`config.mk`:
```
export PLATFORM = sky130hd
export DESIGN_NAME = cgr_ctrl
export DESIGN_NICKNAME = d
export VERILOG_FILES = /design/src/hdl/cgr_pkg.sv /design/src/hdl/cgr_ctrl.sv
export SDC_FILE = /design/constraint.sdc
export NUM_CORES = 1
export LEC_CHECK = 0
export ABC_AREA = 1
export BUFFER_PORTS_ARGS = -buffer_cell sky130_fd_sc_hd__buf_2
export CAP_MARGIN = 10
export CORE_MARGIN = 4
export CORE_UTILIZATION = 37
export CTS_CLUSTER_SIZE = 40
export DETAILED_ROUTE_END_ITERATION = 10
export GPL_TIMING_DRIVEN = 0
export PLACE_DENSITY = 0.69
export SYNTH_ARGS = -nofsm -noshare
export SYNTH_HDL_FRONTEND = slang
export SYNTH_SLANG_ARGS = --single-unit
```
`constraint.sdc`:
```
create_clock -name clk_i -period 3.1 [get_ports clk_i]
set_clock_uncertainty 0.15 [all_clocks]
set_input_delay 0.62 -clock clk_i [delete_from_list [all_inputs] [get_ports clk_i]]
set_output_delay 0.62 -clock clk_i [all_outputs]
set_load 0.05 [all_outputs]
```
`src/hdl/cgr_pkg.sv`:
```
// Shared types and constants of the co-occurrence graph rank unit.
`timescale 1ns / 1ps
`default_nettype none

package cgr_pkg;

  // Configuration port
  localparam int CFG_IDX_W  = 3;
  localparam int CFG_DATA_W = 16;

  localparam logic [CFG_IDX_W-1:0] CFG_WINDOW_LENGTH  = 3'd0;
  localparam logic [CFG_IDX_W-1:0] CFG_DAMPING        = 3'd1;
  localparam logic [CFG_IDX_W-1:0] CFG_MAX_ITERATIONS = 3'd2;
  localparam logic [CFG_IDX_W-1:0] CFG_LEAST_DELTA    = 3'd3;
  localparam logic [CFG_IDX_W-1:0] CFG_TOP_COUNT      = 3'd4;

  localparam logic [4:0]  RST_WINDOW_LENGTH  = 5'd5;
  localparam logic [15:0] RST_DAMPING        = 16'd55706;
  localparam logic [9:0]  RST_MAX_ITERATIONS = 10'd100;
  localparam logic [15:0] RST_LEAST_DELTA    = 16'd7;
  localparam logic [6:0]  RST_TOP_COUNT      = 7'd10;

  // Arithmetic constants
  localparam logic [31:0] ONE_Q16       = 32'h0001_0000;
  localparam logic [16:0] ONE_Q16_17    = 17'h1_0000;
  localparam logic [15:0] WEIGHT_MAX    = 16'hFFFF;
  localparam logic [23:0] SCORE_MAX_24  = 24'hFF_FFFF;
  localparam logic [31:0] SCORE_MAX_32  = 32'hFFFF_FFFF;
  localparam logic [6:0]  TOP_LIMIT     = 7'd64;

  // Input beat
  typedef struct packed {
    logic [31:0] word_key;
    logic        end_of_document;
  } cgr_in_t;

  // Output beat
  typedef struct packed {
    logic [31:0] ranked_key;
    logic [23:0] rank_score;
    logic [5:0]  rank_position;
    logic        table_overflowed;
    logic        final_entry;
  } cgr_out_t;

  // Controller to datapath commands
  typedef struct packed {
    logic idle;
    logic take;
    logic clr_step;
    logic srch_rd;
    logic scan_inc;
    logic hit;
    logic add_key;
    logic set_ovf;
    logic win_rd;
    logic win_skip;
    logic win_bump;
    logic shift;
    logic sum_init;
    logic pair_rd_ij;
    logic sum_acc;
    logic sum_wr;
    logic it_init;
    logic it_rd;
    logic mul;
    logic div_start;
    logic acc_add;
    logic j_step;
    logic nv_rd;
    logic nv_wr;
    logic iter_end;
    logic sel_init;
    logic sel_rd;
    logic sel_cmp;
    logic out_rd;
    logic out_load;
    logic doc_clear;
  } cgr_cmd_t;

  // Datapath to controller status
  typedef struct packed {
    logic clr_last;
    logic scan_end;
    logic key_match;
    logic full;
    logic win_end;
    logic win_same;
    logic eod;
    logic i_last;
    logic j_last;
    logic term_ok;
    logic div_done;
    logic iter_zero;
    logic iter_stop;
    logic p_last;
    logic out_free;
  } cgr_sts_t;

endpackage

`default_nettype wire

```
`src/hdl/cgr_ctrl.sv`:
```
// Controller state machine sequencing token intake, ranking and result output.
`timescale 1ns / 1ps
`default_nettype none

module cgr_ctrl (
  input  wire logic              clk_i,
  input  wire logic              rst_ni,
  input  wire logic              in_valid_i,
  input  wire cgr_pkg::cgr_sts_t sts_i,
  output      cgr_pkg::cgr_cmd_t cmd_o
);

  import cgr_pkg::*;

  localparam logic [4:0] ST_CLR      = 5'd0;
  localparam logic [4:0] ST_IDLE     = 5'd1;
  localparam logic [4:0] ST_SRCH_RD  = 5'd2;
  localparam logic [4:0] ST_SRCH_CMP = 5'd3;
  localparam logic [4:0] ST_WIN_RD   = 5'd4;
  localparam logic [4:0] ST_WIN_WR   = 5'd5;
  localparam logic [4:0] ST_DOC_CHK  = 5'd6;
  localparam logic [4:0] ST_SUM_RD   = 5'd7;
  localparam logic [4:0] ST_SUM_ACC  = 5'd8;
  localparam logic [4:0] ST_SUM_WR   = 5'd9;
  localparam logic [4:0] ST_IT_INIT  = 5'd10;
  localparam logic [4:0] ST_IT_RD    = 5'd11;
  localparam logic [4:0] ST_IT_CHK   = 5'd12;
  localparam logic [4:0] ST_DIV_GO   = 5'd13;
  localparam logic [4:0] ST_DIV_WAIT = 5'd14;
  localparam logic [4:0] ST_NV_RD    = 5'd15;
  localparam logic [4:0] ST_NV_WR    = 5'd16;
  localparam logic [4:0] ST_IT_END   = 5'd17;
  localparam logic [4:0] ST_SEL_INIT = 5'd18;
  localparam logic [4:0] ST_SEL_RD   = 5'd19;
  localparam logic [4:0] ST_SEL_CMP  = 5'd20;
  localparam logic [4:0] ST_OUT_RD   = 5'd21;
  localparam logic [4:0] ST_OUT_LD   = 5'd22;

  logic [4:0] state_q;
  logic [4:0] state_d;

  // State register; reset starts with the weight clearing pass
  always_ff @(posedge clk_i or negedge rst_ni) begin
    if (!rst_ni) begin
      state_q <= ST_CLR;
    end else begin
      state_q <= state_d;
    end
  end

  // Next state and commands
  always_comb begin
    state_d = state_q;
    cmd_o   = '0;
    case (state_q)
      ST_CLR: begin
        cmd_o.clr_step = 1'b1;
        if (sts_i.clr_last) begin
          state_d = ST_IDLE;
        end
      end
      ST_IDLE: begin
        cmd_o.idle = 1'b1;
        if (in_valid_i) begin
          cmd_o.take = 1'b1;
          state_d    = ST_SRCH_RD;
        end
      end
      ST_SRCH_RD: begin
        if (sts_i.scan_end) begin
          if (sts_i.full) begin
            cmd_o.set_ovf = 1'b1;
            state_d       = ST_DOC_CHK;
          end else begin
            cmd_o.add_key = 1'b1;
            state_d       = ST_WIN_RD;
          end
        end else begin
          cmd_o.srch_rd = 1'b1;
          state_d       = ST_SRCH_CMP;
        end
      end
      ST_SRCH_CMP: begin
        if (sts_i.key_match) begin
          cmd_o.hit = 1'b1;
          state_d   = ST_WIN_RD;
        end else begin
          cmd_o.scan_inc = 1'b1;
          state_d        = ST_SRCH_RD;
        end
      end
      ST_WIN_RD: begin
        if (sts_i.win_end) begin
          cmd_o.shift = 1'b1;
          state_d     = ST_DOC_CHK;
        end else if (sts_i.win_same) begin
          cmd_o.win_skip = 1'b1;
        end else begin
          cmd_o.win_rd = 1'b1;
          state_d      = ST_WIN_WR;
        end
      end
      ST_WIN_WR: begin
        cmd_o.win_bump = 1'b1;
        state_d        = ST_WIN_RD;
      end
      ST_DOC_CHK: begin
        if (sts_i.eod) begin
          cmd_o.sum_init = 1'b1;
          state_d        = ST_SUM_RD;
        end else begin
          state_d = ST_IDLE;
        end
      end
      ST_SUM_RD: begin
        cmd_o.pair_rd_ij = 1'b1;
        state_d          = ST_SUM_ACC;
      end
      ST_SUM_ACC: begin
        cmd_o.sum_acc = 1'b1;
        state_d       = sts_i.j_last ? ST_SUM_WR : ST_SUM_RD;
      end
      ST_SUM_WR: begin
        cmd_o.sum_wr = 1'b1;
        state_d      = sts_i.i_last ? ST_IT_INIT : ST_SUM_RD;
      end
      ST_IT_INIT: begin
        cmd_o.it_init = 1'b1;
        state_d       = sts_i.iter_zero ? ST_SEL_INIT : ST_IT_RD;
      end
      ST_IT_RD: begin
        cmd_o.it_rd = 1'b1;
        state_d     = ST_IT_CHK;
      end
      ST_IT_CHK: begin
        if (sts_i.term_ok) begin
          cmd_o.mul = 1'b1;
          state_d   = ST_DIV_GO;
        end else begin
          cmd_o.j_step = 1'b1;
          state_d      = sts_i.j_last ? ST_NV_RD : ST_IT_RD;
        end
      end
      ST_DIV_GO: begin
        cmd_o.div_start = 1'b1;
        state_d         = ST_DIV_WAIT;
      end
      ST_DIV_WAIT: begin
        if (sts_i.div_done) begin
          cmd_o.acc_add = 1'b1;
          cmd_o.j_step  = 1'b1;
          state_d       = sts_i.j_last ? ST_NV_RD : ST_IT_RD;
        end
      end
      ST_NV_RD: begin
        cmd_o.nv_rd = 1'b1;
        state_d     = ST_NV_WR;
      end
      ST_NV_WR: begin
        cmd_o.nv_wr = 1'b1;
        state_d     = sts_i.i_last ? ST_IT_END : ST_IT_RD;
      end
      ST_IT_END: begin
        cmd_o.iter_end = 1'b1;
        state_d        = sts_i.iter_stop ? ST_SEL_INIT : ST_IT_RD;
      end
      ST_SEL_INIT: begin
        cmd_o.sel_init = 1'b1;
        state_d        = ST_SEL_RD;
      end
      ST_SEL_RD: begin
        cmd_o.sel_rd = 1'b1;
        state_d      = ST_SEL_CMP;
      end
      ST_SEL_CMP: begin
        cmd_o.sel_cmp = 1'b1;
        state_d       = sts_i.i_last ? ST_OUT_RD : ST_SEL_RD;
      end
      ST_OUT_RD: begin
        cmd_o.out_rd = 1'b1;
        state_d      = ST_OUT_LD;
      end
      ST_OUT_LD: begin
        // Hold until the result register is free
        if (sts_i.out_free) begin
          cmd_o.out_load = 1'b1;
          if (sts_i.p_last) begin
            cmd_o.doc_clear = 1'b1;
            state_d         = ST_CLR;
          end else begin
            state_d = ST_SEL_RD;
          end
        end
      end
      default: begin
        state_d = ST_CLR;
      end
    endcase
  end

endmodule

`default_nettype wire
```
### Yosys cells after proc, flatten, opt, wreduce, memory -nomap -nowiden

Cells that the tools add are included.
W data, S select, Z words.

* bits in registers: 5
* bits of input ports: 18
* output and inout bits: 31
* logic and storage cells: 93

* eq/ne operators: 27
* muxes and demuxes: 63
* reductions and logical operators: 2

Operators with widths (number)
* $pmux W5 S23: 1
* $mux W5: 10
* $eq A5 B4 Y1 const B: 8
* $eq A5 B5 Y1 const B: 7
* $mux W1: 33
* $eq A5 B3 Y1 const B: 4
* $mux W2: 10
* $mux W3: 6
* $eq A5 B2 Y1 const B: 2
* $mux W4: 2
* $ne A2 B2 Y1 const B: 4
* $eq A5 B1 Y1 const B: 1
* $logic_not A5 Y1: 1
* $reduce_and A5 Y1: 1
* $ne A3 B3 Y1 const B: 1
* $pmux W1 S2: 1

### Logic depth before layout (Yosys ltp)

* depth after elaboration: 3
* mapped depth: 12
* gate-level depth less buffers: 11

### Least setup slack after synthesis

Ideal clock, no wire load.

* path kind: reg-to-output
* from: register state_q[0]
* to: output port cmd_o[9] (netlist name)
* arrival time: 1.998 ns
* required time: 2.330 ns
* setup slack: 0.332 ns
* cell stages (with the launch flop): 7
* path buffers: 1
* path through: dfrtp_1 -> buf_2 -> inv_2 -> nand2_1 -> nor2_1 -> inv_1 -> o21ai_0

RTL lines
* from (decl): line cgr_ctrl.sv:39 `logic [4:0] state_q;`
* from (signal assigned): line cgr_ctrl.sv:47 `state_q <= state_d;`
* to (decl): line cgr_ctrl.sv:10 `output cgr_pkg::cgr_cmd_t cmd_o`

==> flow_summary.json <==
{
  "status": "finished, final reports clean",
  "finalHoldViolations": 0,
  "cp-start-kind": "flop",
  "arrival_ns": 1.80,
  "synth_top_cell_by_area": "nand2_1",
  "worst_setup_path_end_kind": "primary output",
  "setup_viol": 0,
  "ant_nets": 0,
  "crit_type": "flop to primary output",
  "p_per_area_mw_per_mm2": 705,
  "hpwl_um": 2350,
  "synth-async-reset-ratio_pct": 100,
  "worst_pin_slew_ns": 0.347,
  "avgSynthCellArea_um2": 4.76,
  "grt_overflow": 0,
  "die_width_um": 56.7,
  "post_cts_resized": 0,
  "switching_share_pct": 64.1,
  "p_int_uw": 298,
  "cts_tree": "yes",
  "syn_inst": 184,
  "gr-usage-all-layers_pct": 18.1,
  "initialDrtViolationCount": 43,
  "reg2reg_from": "state_q[4]$_DFFE_PN0P_",
  "top_regs": "state_q x5",
  "max_freq_ghz": 0.389,
  "routed_wl_um": 2810,
  "area_growth_pct": 34.4,
  "r2r-end": "state_q[0]$_DFFE_PN0P_",
  "synth_edf_count": 0,
  "finalCriticalPeriod_ns": 2.57,
  "critPathMaxFanout": 7,
  "dieArea_mm2": 0.00321,
  "gp_congestion": 0.904,
  "cts_max_level": 1,
  "switchingPower_uw": 532,
  "num_vias": 1224,
  "grt_max_degree": 11,
  "die_h_um": 56.7,
  "vias_per_cell": 4.64,
  "drcViolationCount": 0,
  "yosysMostFrequentCell": "nand2_1",
  "synth_cell_type_count": 15,
  "fin_ws_ns": 0.532,
  "r2r_cells": 10,
  "clk_latency_ns": 0.25,
  "synth_top_area_share_pct": 21.4,
  "cts.hold.buffers_added": 0,
  "pwr-share-clk_pct": 9.3,
  "largest-register": "state_q",
  "num_rows": 17,
  "antennaDiodeCount": 0,
  "syn_nets": 202,
  "rrSetupSlack_ns": 1.29,
  "clock_sinks": 5,
  "synth_area_um2": 876,
  "antenna_found_initial": 0,
  "dp_slack_ns": 0.830,
  "p_comb_share_pct": 76.9,
  "portBuffers": 48,
  "max-vdd-ir-drop_mv": 0.589,
  "pwr-share-seq_pct": 13.8,
  "wl_per_cell_um": 10.6,
  "synth_top_flop_cell": "dfrtp_1",
  "timing.final.crit_share_pct": 82.9,
  "cts_buffer_depth": 2,
  "core-area_mm2": 0.00223,
  "clock-root-buffer": "clkbuf_4",
  "path_clk_slew_ns": 0.05,
  "grt_pass1_vias": 1088,
  "largest_reg_flops": 5,
  "io_pins": 49,
  "synthTopCellsByArea": "nand2_1, inv_1, nor2_1",
  "rsz0062_at_grt": "false",
  "dr.pass1.iters": 4,
  "holdWs_ns": 0.0215,
  "ys_ff_latch": 5,
  "cts_inserted_buffers": 3,
  "tns_ns": 0,
  "nets": 255,
  "ys_top_cells_by_count": "nand2_1, inv_1, nor2_1, nand3_1",
  "drv_cap": 0,
  "grt_pass1_wl_um": 4710,
  "maxSlewViolCount": 0,
  "min_path_type": "input port to async pin",
  "max-slew-margin-rel_pct": 76.8,
  "synth-seq-area-share_pct": 14.3,
  "p_leak_uw": 0.000908,
  "yosysWarnings": 0,
  "cp.required_ns": 2.33,
  "start_util_pct": 39.2,
  "cts_setup_buffers": 0,
  "layout-drive-gt1-share_pct": 25.0
}
==> power groups by stage <==
stage,logic (uW),registers (uW),clock network [uW]
3_5_place_dp,634,115,0
3_3_place_gp,633,114,0
4_1_cts,638,114,77.6
5_1_grt,708,119,81.9
6_report,638,114,77.4
2_1_floorplan,490,110,0
==> per-stage QoR <==
step	cell area (um^2)	utilization (%)	total power, uW	instances
finish	1180	52.7	830	264
global route	1180	52.7	909	264
CTS	1180	52.7	829	264
detailed placement	1150	51.5	749	260
global placement	1150	51.5	747	260
floorplan	876	-	600	184
==> critical path, stage by stage (launching register included) <==
cell and delay (ns):
dfrtp_1 0.42, inv_1 0.19, nand3_1 0.20, nor2_1 0.22, inv_1 0.09, o21ai_0 0.15, buf_2 0.28
==> layer usage <==
layer  vias to the layer above  global-route usage (%)  share of wire (%)
met5                         -                       0                  0
met4                         0                    8.81                3.3
met1                       492                    26.4                 48
met3                        10                    2.30                9.0
met2                        56                    25.6                 40
li1                        666                       -                  -
==> placed cells by master (no fill, tap or decap), drive strengths merged <==
master,count
nand3,23
nand4,5
nand3b,1
nor3,2
buf,51
o21ai,4
inv,44
clkbuf,4
nor2,42
dfrtp,5
nand2,50
o2111ai,1
a21oi,4
==> layout make-up <==
cell class / instances / area [um^2]
plain buffers: 3 / 15.0
clock buffers: 4 / 26.3
fillers: 280 / 1060
inverters: 44 / 165
multi-input cells: 132 / 571
flip-flops and latches: 5 / 125
well taps: 28 / 35.0
repair buffers: 48 / 240
==> worst max path at each step <==
stage | from | endpoint | slack [ns] | cells after the start
2_1_floorplan | state_q[0]$_DFFE_PN0P_ | cmd_o[9] | 0.33 | 6
3_3_place_gp | state_q[4]$_DFFE_PN0P_ | cmd_o[9] | 0.85 | 6
3_5_place_dp | state_q[4]$_DFFE_PN0P_ | cmd_o[9] | 0.83 | 6
4_1_cts | state_q[4]$_DFFE_PN0P_ | cmd_o[9] | 0.56 | 6
5_1_grt | state_q[4]$_DFFE_PN0P_ | cmd_o[9] | 0.36 | 6
6_report | state_q[4]$_DFFE_PN0P_ | cmd_o[9] | 0.53 | 6
==> cells by family (layout without fill, tap and decap cells) <==
family                 count (synthesis)  count (layout)  share of synthesized area, %
AND/OR/NAND/NOR                      123             123                          59.6
buffers and inverters                 47              99                          20.6
AO/OA/AOI/OAI                          9               9                          5.57
flip-flops                             5               5                          14.3
(Power assumes the default switching activity.)
